--- src/rtl/rolling_kmer_encoder_defines.svh ---
// Assertion macros shared by the rolling k-mer encoder RTL.
`ifndef ROLLING_KMER_ENCODER_DEFINES_SVH
`define ROLLING_KMER_ENCODER_DEFINES_SVH

// Same-cycle implication, sampled on clk, off while rst_n is low.
`define RKE_ASSERT_SAME(lbl, ante, cons) \
    lbl: assert property (@(posedge clk) disable iff (!rst_n) (ante) |-> (cons)) \
        else $error("rolling_kmer_encoder: same-cycle check failed");

// Next-cycle implication, sampled on clk, off while rst_n is low.
`define RKE_ASSERT_NEXT(lbl, ante, cons) \
    lbl: assert property (@(posedge clk) disable iff (!rst_n) (ante) |=> (cons)) \
        else $error("rolling_kmer_encoder: next-cycle check failed");

`endif

--- src/rtl/rke_pkg.sv ---
// Types and constants of the rolling k-mer encoder.
package rke_pkg;

    localparam int CODE_W  = 60;
    localparam int POS_W   = 16;
    localparam int SYM_W   = 5;
    localparam int CLASS_W = 2;
    localparam int RADIX_W = 6;
    localparam int KLEN_W  = 4;
    localparam int CFG_W   = 16;
    localparam int INDEX_W = 2;

    localparam int MAX_KMER     = 12;
    localparam int MAX_ALPHABET = 32;
    localparam int MAX_SEQUENCE = 65536;

    localparam logic [RADIX_W-1:0] RESET_ALPHABET = 6'd20;
    localparam logic [KLEN_W-1:0]  RESET_KMER     = 4'd6;
    localparam logic [POS_W-1:0]   RESET_START    = 16'd1;
    localparam logic [CODE_W-1:0]  RESET_WEIGHT   = CODE_W'(20 ** (6 - 1));

    // symbol classes; the fourth code counts as rejected
    localparam logic [CLASS_W-1:0] CLS_VALID  = 2'd0;
    localparam logic [CLASS_W-1:0] CLS_WILD   = 2'd1;
    localparam logic [CLASS_W-1:0] CLS_REJECT = 2'd2;

    // register indexes
    localparam logic [INDEX_W-1:0] REG_ALPHABET = 2'd0;
    localparam logic [INDEX_W-1:0] REG_KMER     = 2'd1;
    localparam logic [INDEX_W-1:0] REG_START    = 2'd2;

    typedef struct packed {
        logic [SYM_W-1:0]   symbol_code;
        logic [CLASS_W-1:0] symbol_class;
        logic               last_in_sequence;
    } sym_item_t;

    typedef struct packed {
        logic [CODE_W-1:0] kmer_value;
        logic [POS_W-1:0]  kmer_start;
        logic              bad_symbol;
    } kmer_item_t;

    // effective (clamped) configuration
    typedef struct packed {
        logic [RADIX_W-1:0] radix;
        logic [KLEN_W-1:0]  klen;
        logic [POS_W-1:0]   first;
    } cfg_t;

    typedef struct packed {
        logic done;
    } div_stat_t;

endpackage

--- src/rtl/rke_divider.sv ---
// Bit-serial restoring divider: 60-bit code by a radix of up to 32.
module rke_divider (
    input  logic                       clk,
    input  logic                       rst_n,
    input  logic                       start,
    input  logic [rke_pkg::CODE_W-1:0] dividend,
    input  logic [rke_pkg::RADIX_W-1:0] divisor,
    output rke_pkg::div_stat_t         stat,
    output logic [rke_pkg::CODE_W-1:0] quotient
);

    localparam int CNT_W = $clog2(rke_pkg::CODE_W);

    logic [rke_pkg::CODE_W-1:0]    q_reg;
    logic [rke_pkg::RADIX_W-2:0]   rem_reg;
    logic [rke_pkg::RADIX_W-1:0]   divisor_reg;
    logic [CNT_W-1:0]              cnt_reg;
    logic                          busy_reg;
    logic                          done_reg;

    logic [rke_pkg::RADIX_W-1:0]   rem_sh;
    logic [rke_pkg::RADIX_W-1:0]   rem_sub;
    logic                          ge;

    // remainder stays below the divisor, so five bits hold it
    assign rem_sh  = {rem_reg, q_reg[rke_pkg::CODE_W-1]};
    assign ge      = rem_sh >= divisor_reg;
    assign rem_sub = rem_sh - divisor_reg;

    always_ff @(posedge clk or negedge rst_n)
    begin
        if (!rst_n)
        begin
            busy_reg <= 1'b0;
            done_reg <= 1'b0;
            cnt_reg  <= '0;
        end
        else
        begin
            done_reg <= 1'b0;
            if (start)
            begin
                busy_reg <= 1'b1;
                cnt_reg  <= CNT_W'(rke_pkg::CODE_W - 1);
            end
            else if (busy_reg)
            begin
                if (cnt_reg == '0)
                begin
                    busy_reg <= 1'b0;
                    done_reg <= 1'b1;
                end
                else
                begin
                    cnt_reg <= cnt_reg - 1'b1;
                end
            end
        end
    end

    always_ff @(posedge clk)
    begin
        if (start)
        begin
            q_reg       <= dividend;
            rem_reg     <= '0;
            divisor_reg <= divisor;
        end
        else if (busy_reg)
        begin
            q_reg   <= {q_reg[rke_pkg::CODE_W-2:0], ge};
            rem_reg <= ge ? rem_sub[rke_pkg::RADIX_W-2:0] : rem_sh[rke_pkg::RADIX_W-2:0];
        end
    end

    assign stat.done = done_reg;
    assign quotient  = q_reg;

endmodule

--- src/rtl/rke_core.sv ---
// Window sequencer: shared multiplier, divider control and output register.
module rke_core (
    input  logic                   clk,
    input  logic                   rst_n,
    input  rke_pkg::cfg_t          cfg,
    input  logic                   cfg_update,
    input  logic                   sym_valid,
    output logic                   sym_stall,
    input  rke_pkg::sym_item_t     sym_item,
    output logic                   kmer_valid,
    input  logic                   kmer_stall,
    output rke_pkg::kmer_item_t    kmer_item
);

    typedef enum logic [1:0] {
        S_IDLE,
        S_WEIGHT,
        S_DIV,
        S_OUT
    } state_t;

    state_t                          state_reg, state_next;
    logic [rke_pkg::CODE_W-1:0]      window_reg, window_next;
    logic [rke_pkg::KLEN_W-1:0]      filled_reg, filled_next;
    logic [rke_pkg::POS_W-1:0]       pos_reg, pos_next;
    logic [rke_pkg::CODE_W-1:0]      weight_reg, weight_next;
    logic [rke_pkg::KLEN_W-1:0]      wcnt_reg, wcnt_next;
    logic [rke_pkg::POS_W-1:0]       item_pos_reg, item_pos_next;
    logic                            last_reg, last_next;
    logic [rke_pkg::CODE_W-1:0]      prod_reg, prod_next;
    rke_pkg::kmer_item_t             pend_reg, pend_next;
    rke_pkg::kmer_item_t             out_reg, out_next;
    logic                            out_valid_reg, out_valid_next;

    logic [rke_pkg::RADIX_W-1:0]     mul_b;
    logic [rke_pkg::CODE_W-1:0]      mul_p;
    logic                            accept;
    logic                            out_free;
    logic                            div_start;
    rke_pkg::div_stat_t              div_stat;
    logic [rke_pkg::CODE_W-1:0]      quotient;
    logic [rke_pkg::CODE_W-1:0]      step_code;
    logic [rke_pkg::KLEN_W-1:0]      step_filled;
    logic                            res_load;
    rke_pkg::kmer_item_t             res;

    rke_divider u_div (
        .clk      (clk),
        .rst_n    (rst_n),
        .start    (div_start),
        .dividend (window_reg),
        .divisor  (cfg.radix),
        .stat     (div_stat),
        .quotient (quotient)
    );

    // one multiplier: radix powers while building the weight, symbol * weight per step
    assign mul_b = (state_reg == S_WEIGHT) ? cfg.radix : {1'b0, sym_item.symbol_code};
    assign mul_p = rke_pkg::CODE_W'(weight_reg * mul_b);

    assign sym_stall = (state_reg != S_IDLE);
    assign accept    = sym_valid && (state_reg == S_IDLE);
    assign out_free  = !out_valid_reg || !kmer_stall;

    assign step_code   = quotient + prod_reg;
    assign step_filled = (filled_reg < cfg.klen) ? filled_reg + 1'b1 : filled_reg;

    always_comb
    begin
        state_next     = state_reg;
        window_next    = window_reg;
        filled_next    = filled_reg;
        pos_next       = pos_reg;
        weight_next    = weight_reg;
        wcnt_next      = wcnt_reg;
        item_pos_next  = item_pos_reg;
        last_next      = last_reg;
        prod_next      = prod_reg;
        pend_next      = pend_reg;
        out_next       = out_reg;
        out_valid_next = out_valid_reg;
        div_start      = 1'b0;
        res_load       = 1'b0;
        res            = '0;

        if (out_valid_reg && !kmer_stall)
        begin
            out_valid_next = 1'b0;
        end

        case (state_reg)
            S_IDLE:
            begin
                if (accept)
                begin
                    pos_next      = sym_item.last_in_sequence ? '0 : pos_reg + 1'b1;
                    item_pos_next = pos_reg;
                    last_next     = sym_item.last_in_sequence;
                    if (pos_reg >= cfg.first)
                    begin
                        if (sym_item.symbol_class == rke_pkg::CLS_WILD)
                        begin
                            window_next = '0;
                            filled_next = '0;
                        end
                        else if (sym_item.symbol_class != rke_pkg::CLS_VALID ||
                                 {1'b0, sym_item.symbol_code} >= cfg.radix)
                        begin
                            window_next    = '0;
                            filled_next    = '0;
                            res.kmer_value = '0;
                            res.kmer_start = pos_reg;
                            res.bad_symbol = 1'b1;
                            res_load       = 1'b1;
                        end
                        else
                        begin
                            prod_next  = mul_p;
                            div_start  = 1'b1;
                            state_next = S_DIV;
                        end
                    end
                    if (sym_item.last_in_sequence && !div_start)
                    begin
                        window_next = '0;
                        filled_next = '0;
                    end
                end
            end
            S_WEIGHT:
            begin
                if (wcnt_reg + 1'b1 >= cfg.klen)
                begin
                    state_next = S_IDLE;
                end
                else
                begin
                    weight_next = mul_p;
                    wcnt_next   = wcnt_reg + 1'b1;
                end
            end
            S_DIV:
            begin
                if (div_stat.done)
                begin
                    state_next = S_IDLE;
                    if (last_reg)
                    begin
                        window_next = '0;
                        filled_next = '0;
                    end
                    else
                    begin
                        window_next = step_code;
                        filled_next = step_filled;
                    end
                    if (step_filled >= cfg.klen)
                    begin
                        res.kmer_value = step_code;
                        res.kmer_start = item_pos_reg - rke_pkg::POS_W'(cfg.klen) + 1'b1;
                        res.bad_symbol = 1'b0;
                        res_load       = 1'b1;
                    end
                end
            end
            S_OUT:
            begin
                if (out_free)
                begin
                    out_next       = pend_reg;
                    out_valid_next = 1'b1;
                    state_next     = S_IDLE;
                end
            end
            default:
            begin
                state_next = S_IDLE;
            end
        endcase

        if (res_load)
        begin
            if (out_free)
            begin
                out_next       = res;
                out_valid_next = 1'b1;
            end
            else
            begin
                pend_next  = res;
                state_next = S_OUT;
            end
        end

        // register write: clear the window and rebuild N^(k-1)
        if (cfg_update)
        begin
            window_next = '0;
            filled_next = '0;
            weight_next = rke_pkg::CODE_W'(1);
            wcnt_next   = '0;
            state_next  = S_WEIGHT;
        end
    end

    always_ff @(posedge clk or negedge rst_n)
    begin
        if (!rst_n)
        begin
            state_reg     <= S_IDLE;
            window_reg    <= '0;
            filled_reg    <= '0;
            pos_reg       <= '0;
            weight_reg    <= rke_pkg::RESET_WEIGHT;
            wcnt_reg      <= '0;
            last_reg      <= 1'b0;
            out_valid_reg <= 1'b0;
        end
        else
        begin
            state_reg     <= state_next;
            window_reg    <= window_next;
            filled_reg    <= filled_next;
            pos_reg       <= pos_next;
            weight_reg    <= weight_next;
            wcnt_reg      <= wcnt_next;
            last_reg      <= last_next;
            out_valid_reg <= out_valid_next;
        end
    end

    always_ff @(posedge clk)
    begin
        item_pos_reg <= item_pos_next;
        prod_reg     <= prod_next;
        pend_reg     <= pend_next;
        out_reg      <= out_next;
    end

    assign kmer_valid = out_valid_reg;
    assign kmer_item  = out_reg;

endmodule

--- src/rtl/rolling_kmer_encoder.sv ---
// Rolling base-N k-mer encoder: configuration registers and core.
//
// Symbols enter on sym_valid/sym_stall, one transaction per symbol; results
// leave on kmer_valid/kmer_stall, at most one per symbol. A valid symbol in
// range (past the start position) runs a 60-step serial division of the
// window code by the radix; the input stalls until the division is done
// and its result is registered. Wildcards and symbols before the start
// position leave the input ready; a rejected symbol does too unless its
// error result must wait in the pending slot.
// A register write (cfg_write, cfg_index, cfg_data) clears the window and
// rebuilds N^(k-1) with the shared multiplier while the input is stalled.
// Writes to an unused index are ignored.
// Results sit in an output register; while the receiver stalls, the block
// still takes one further symbol and holds its result in a pending slot.
// Reset (rst_n, asynchronous) restores radix 20, length 6, start 1, an
// empty window and position zero.
`include "rolling_kmer_encoder_defines.svh"

module rolling_kmer_encoder (
    input  logic                          clk,
    input  logic                          rst_n,
    input  logic                          cfg_write,
    input  logic [rke_pkg::INDEX_W-1:0]   cfg_index,
    input  logic [rke_pkg::CFG_W-1:0]     cfg_data,
    input  logic                          sym_valid,
    output logic                          sym_stall,
    input  rke_pkg::sym_item_t            sym_item,
    output logic                          kmer_valid,
    input  logic                          kmer_stall,
    output rke_pkg::kmer_item_t           kmer_item
);

    logic [rke_pkg::RADIX_W-1:0] alphabet_reg;
    logic [rke_pkg::KLEN_W-1:0]  kmer_len_reg;
    logic [rke_pkg::POS_W-1:0]   start_reg;
    logic                        cfg_hit;
    rke_pkg::cfg_t               cfg;

    assign cfg_hit = cfg_write && (cfg_index == rke_pkg::REG_ALPHABET ||
                                   cfg_index == rke_pkg::REG_KMER ||
                                   cfg_index == rke_pkg::REG_START);

    always_ff @(posedge clk or negedge rst_n)
    begin
        if (!rst_n)
        begin
            alphabet_reg <= rke_pkg::RESET_ALPHABET;
            kmer_len_reg <= rke_pkg::RESET_KMER;
            start_reg    <= rke_pkg::RESET_START;
        end
        else if (cfg_write)
        begin
            case (cfg_index)
                rke_pkg::REG_ALPHABET: alphabet_reg <= cfg_data[rke_pkg::RADIX_W-1:0];
                rke_pkg::REG_KMER:     kmer_len_reg <= cfg_data[rke_pkg::KLEN_W-1:0];
                rke_pkg::REG_START:    start_reg    <= cfg_data;
                default:               ;
            endcase
        end
    end

    // clamp to the supported ranges
    always_comb
    begin
        if (alphabet_reg < rke_pkg::RADIX_W'(2))
            cfg.radix = rke_pkg::RADIX_W'(2);
        else if (alphabet_reg > rke_pkg::RADIX_W'(rke_pkg::MAX_ALPHABET))
            cfg.radix = rke_pkg::RADIX_W'(rke_pkg::MAX_ALPHABET);
        else
            cfg.radix = alphabet_reg;

        if (kmer_len_reg == '0)
            cfg.klen = rke_pkg::KLEN_W'(1);
        else if (kmer_len_reg > rke_pkg::KLEN_W'(rke_pkg::MAX_KMER))
            cfg.klen = rke_pkg::KLEN_W'(rke_pkg::MAX_KMER);
        else
            cfg.klen = kmer_len_reg;

        cfg.first = (start_reg == '0) ? '0 : start_reg - 1'b1;
    end

    rke_core u_core (
        .clk        (clk),
        .rst_n      (rst_n),
        .cfg        (cfg),
        .cfg_update (cfg_hit),
        .sym_valid  (sym_valid),
        .sym_stall  (sym_stall),
        .sym_item   (sym_item),
        .kmer_valid (kmer_valid),
        .kmer_stall (kmer_stall),
        .kmer_item  (kmer_item)
    );

    // a write to a used register always triggers the weight rebuild
    `RKE_ASSERT_NEXT(a_cfg_stalls, cfg_hit, sym_stall)
    // a wildcard does not stall the symbol after it
    `RKE_ASSERT_NEXT(a_wild_quick,
        sym_valid && !sym_stall && !cfg_write &&
        sym_item.symbol_class == rke_pkg::CLS_WILD, !sym_stall)
    // an error result carries an empty code
    `RKE_ASSERT_SAME(a_bad_zero, kmer_valid && kmer_item.bad_symbol,
        kmer_item.kmer_value == '0)

endmodule

--- config.mk ---
export PLATFORM = sky130hd
export DESIGN_NAME = rolling_kmer_encoder
export DESIGN_NICKNAME = d
export VERILOG_FILES = /design/src/rtl/rke_pkg.sv /design/src/rtl/rke_divider.sv /design/src/rtl/rke_core.sv /design/src/rtl/rolling_kmer_encoder.sv
export VERILOG_INCLUDE_DIRS = /design/src /design/src/rtl
export SDC_FILE = /design/constraint.sdc
export NUM_CORES = 2
export LEC_CHECK = 0
export BUFFER_PORTS_ARGS = -buffer_cell sky130_fd_sc_hd__buf_2
export CORE_MARGIN = 4
export CORE_UTILIZATION = 40
export CTS_BUF_LIST = sky130_fd_sc_hd__clkbuf_8
export DETAILED_ROUTE_END_ITERATION = 12
export GPL_ROUTABILITY_DRIVEN = 0
export SETUP_SLACK_MARGIN = 0.1
export SYNTH_ARGS = -nofsm -noshare
export SYNTH_HDL_FRONTEND = slang
export SYNTH_SLANG_ARGS = --single-unit
--- constraint.sdc ---
create_clock -name clk -period 7.95 [get_ports clk]
set_clock_uncertainty 0.1 [all_clocks]
set_input_delay 1.9875 -clock clk [delete_from_list [all_inputs] [get_ports clk]]
set_output_delay 1.9875 -clock clk [all_outputs]
set_load 0.1 [all_outputs]
==> parameters.txt <==
Parameter                              Value

Synthesis
  Cells after synthesis    3610
  Post-synthesis cell area    0.0344 sq mm
  Portion of the post-synthesis area used by sequential elements    37.1%
  Post-synth cell types    75
  Yosys top cell by area    edfxtp_1
  Main synth FF type    edfxtp_1
  Async SR Flop Fraction    37.7%
  Number of flops mapped to enable cells by yosys    219
  Yosys warning total    0
  Post-Syn Nets    4048
  Average size of a mapped cell    9.54 sq um
  Number of flip-flops and latches in the synthesized netlist    483
  Share of the synthesized area in the top cell type    19.1%
  Top area cells in the synthesized netlist    edfxtp_1 (19%), fa_1 (13%), dfrtp_1 (12%)

Setup path
  Type of origin of the critical path    input pin
  Biggest fanout along the worst timing path    24
  Endpoint required time on the critical path    8.45 ns
  Worst path arrival time    7.61 ns
  Critical path class    in2reg
  Worst reg2reg setup slack    0.98 ns
  Endpoint kind of the worst setup timing path    flip-flop

Clocking
  Buffers inserted by post-CTS timing repair    0
  Number of resized instances in the post-cts repair step    0
  Number of clock buffers inserted by TritonCTS    87
  CTS Hold Buffers Added    0
  H-tree depth    3
  CTS Sinks    483
  CTS tree    built
  Clock-pin slew on the worst setup and hold paths    0.06 ns
  Cell at the root of the clock tree    clkbuf_8
  CTS max path bufs    3
  Skew-Pair Late Insertion Delay    0.69 ns

Floorplan
  Initial core utilization    40.4%
  Core ar.    0.0853 sq mm
  I/O pin cnt    110
  Height of the chip    301 um
  Full die area    0.0909 sq mm
  Horizontal extent of the die    301 um
  Placement Rows    107

Drt
  Initial DRC count    1699
  Wire per inst    18.5 um
  Number of vias after detailed routing    25900
  Final ANT Viol Nets    0
  Routed vias/inst    5.29
  Number of design rule violations left after detail routing    0
  Iteration count of the initial detailed-routing pass    5
  Routed Wire Length    90500 um

Final layout
  Layout-stage area growth over the synthesis result    11.0%
  Layout cells sized above 1    9.67%
  Final Instance Count excl. Fillers    4899
  # nets final    4118

Pwr
  Worst ir drop on vdd    0.298 mV
  LEAKAGE    17.4 nW
  Post-layout total power    11.7 mW
  Power density relative to cell area    307 mW/mm^2

Timing
  Slew at the pin with the worst max-slew slack    1.12 ns
  Max-Slew Margin vs Limit    25.4%
  Final critical path time including I/O delays and setup    7.11 ns
  Max Slew Vio Count    0
  RSZ-0062 raised after global routing    no
  Fmax    141 MHz
  Number of failing hold endpoints at the final stage    0
  Portion of the clock cycle consumed by the worst path in the final layout    89.4%
  Setup violation total in the final timing report    0
  Setup TNS    0 ns

Min path
  Worst Hold Class    reg2reg

Placement
  Total placed cells including tap cells    4735
  Input/output buffers    109
  Post-DP HPWL    66700 um

Global route
  Vias in the first global route    26300
  Largest net degree at the start of global routing    91
  Number of antenna violations at the first check in global routing    1
  Final global-route overflow total    0
  GRT Overall Usage    20.3%
  First-pass GRT wire length    147000 um

Status
  Status    completed

Run
  Max-cap viol count    0
path summary, 6_finish.rpt:
kind	start	cells after the start	to
min in group asynchronous	rst_n	1	u_core.weight_reg[23]
min	u_core.window_reg[45]	2	u_core.window_reg[45]
max	sym_item[3]	19	u_core.weight_reg[44]
min reg2reg	u_core.window_reg[45]	2	u_core.window_reg[45]
max in group asynchronous	rst_n	2	u_core.weight_reg[36]
max reg2reg	u_core.state_reg[1]	19	u_core.weight_reg[44]
where the power goes:
part           switching (mW)  internal [mW]  total (mW)
clock                    1.11           1.56        2.66
sequential              0.369           3.11        3.48
combinational            3.67           1.91        5.57
per-layer routing:
layer	vias to the layer above	wire length [um]	global-route usage [%]
met3	139	5420	3.60
met4	0	2320	5.63
met5	-	0	0
li1	12300	-	-
met1	12800	41700	28.5
met2	615	41000	32.2
cell usage after synthesis, types with 22 or more instances:
cell type  count
xnor2_1       88
mux2_2        29
inv_1        337
xor2_1        81
dfxtp_1       82
o22ai_1       59
nor3_1        40
ha_1         183
clkbuf_1     158
nand3_1       38
nand2_1      524
a211oi_1      22
and2_1       313
dfrtp_1      171
a21o_1        88
fa_1         224
mux2i_1       84
a21oi_1      182
nand4_1       38
o21ai_0      157
and3_1        27
nor2_1       178
edfxtp_1     219
metrics by stage:
stage | worst slack (ns) | instance area, sq um | utilization (%) | hold slack [ns]
floorplan | 0.943 | 34400 | - | 0.348
global placement | 0.321 | 36200 | 42.5 | 0.361
detailed placement | 0.228 | 36200 | 42.5 | 0.371
CTS | 0.947 | 38200 | 44.8 | 0.384
global route | 0.564 | 38200 | 44.8 | 0.398
finish | 0.840 | 38200 | 44.8 | 0.378
final cells by class:
class	count	area, sq um
multi-input cells	2616	19800
well taps	1144	1430
repair buffers	154	905
diodes	2	5.00
clock buffers	111	1530
fillers	8310	47000
flip-flops and latches	483	12800
inverters	338	1270
clock inverters	51	480
cells by family after synthesis:
family	count (synthesis)	synth area share, %
AND/OR/NAND/NOR	1240	17.3
AO/OA/AOI/OAI	687	12.6
buffers and inverters	511	5.58
flip-flops	483	37.1
adder cells (fa/ha/maj)	407	19.7
XOR/XNOR	169	4.30
multiplexers	113	3.39
layout by cell type, fill, tap and decap left out, types with 19 or more instances in the layout:
cell type / Yosys / layout
nand2_1: 524 / 522
inv_1: 337 / 363
and2_1: 313 / 312
fa_1: 224 / 224
edfxtp_1: 219 / 219
ha_1: 183 / 183
a21oi_1: 182 / 182
nor2_1: 178 / 176
dfrtp_1: 171 / 171
o21ai_0: 157 / 153
clkbuf_8: 0 / 112
buf_2: 2 / 108
xnor2_1: 88 / 88
a21o_1: 88 / 88
mux2i_1: 84 / 84
dfxtp_1: 82 / 82
xor2_1: 81 / 81
o22ai_1: 59 / 59
buf_4: 0 / 44
nor3_1: 40 / 40
nand3_1: 38 / 38
nand4_1: 38 / 38
mux2_2: 29 / 29
and3_1: 27 / 26
a211oi_1: 22 / 21
o211ai_1: 20 / 20
a22o_1: 20 / 20
o21a_1: 20 / 19
critical path: stages:
cell and delay (ns):
buf_2 0.13, mux2_2 0.47, and2_1 0.27, fa_1 0.50
fa_1 0.55, inv_1 0.06, fa_1 0.52, inv_1 0.04
ha_1 0.35, a21oi_1 0.24, o211ai_1 0.11, o21ai_0 0.31
o21ai_1 0.21, a41oi_1 0.37, o21ai_1 0.22, a21boi_0 0.63
o31ai_1 0.23, and3_1 0.22, nor3_1 0.18
No activity file was read; power rests on OpenSTA's default activity.
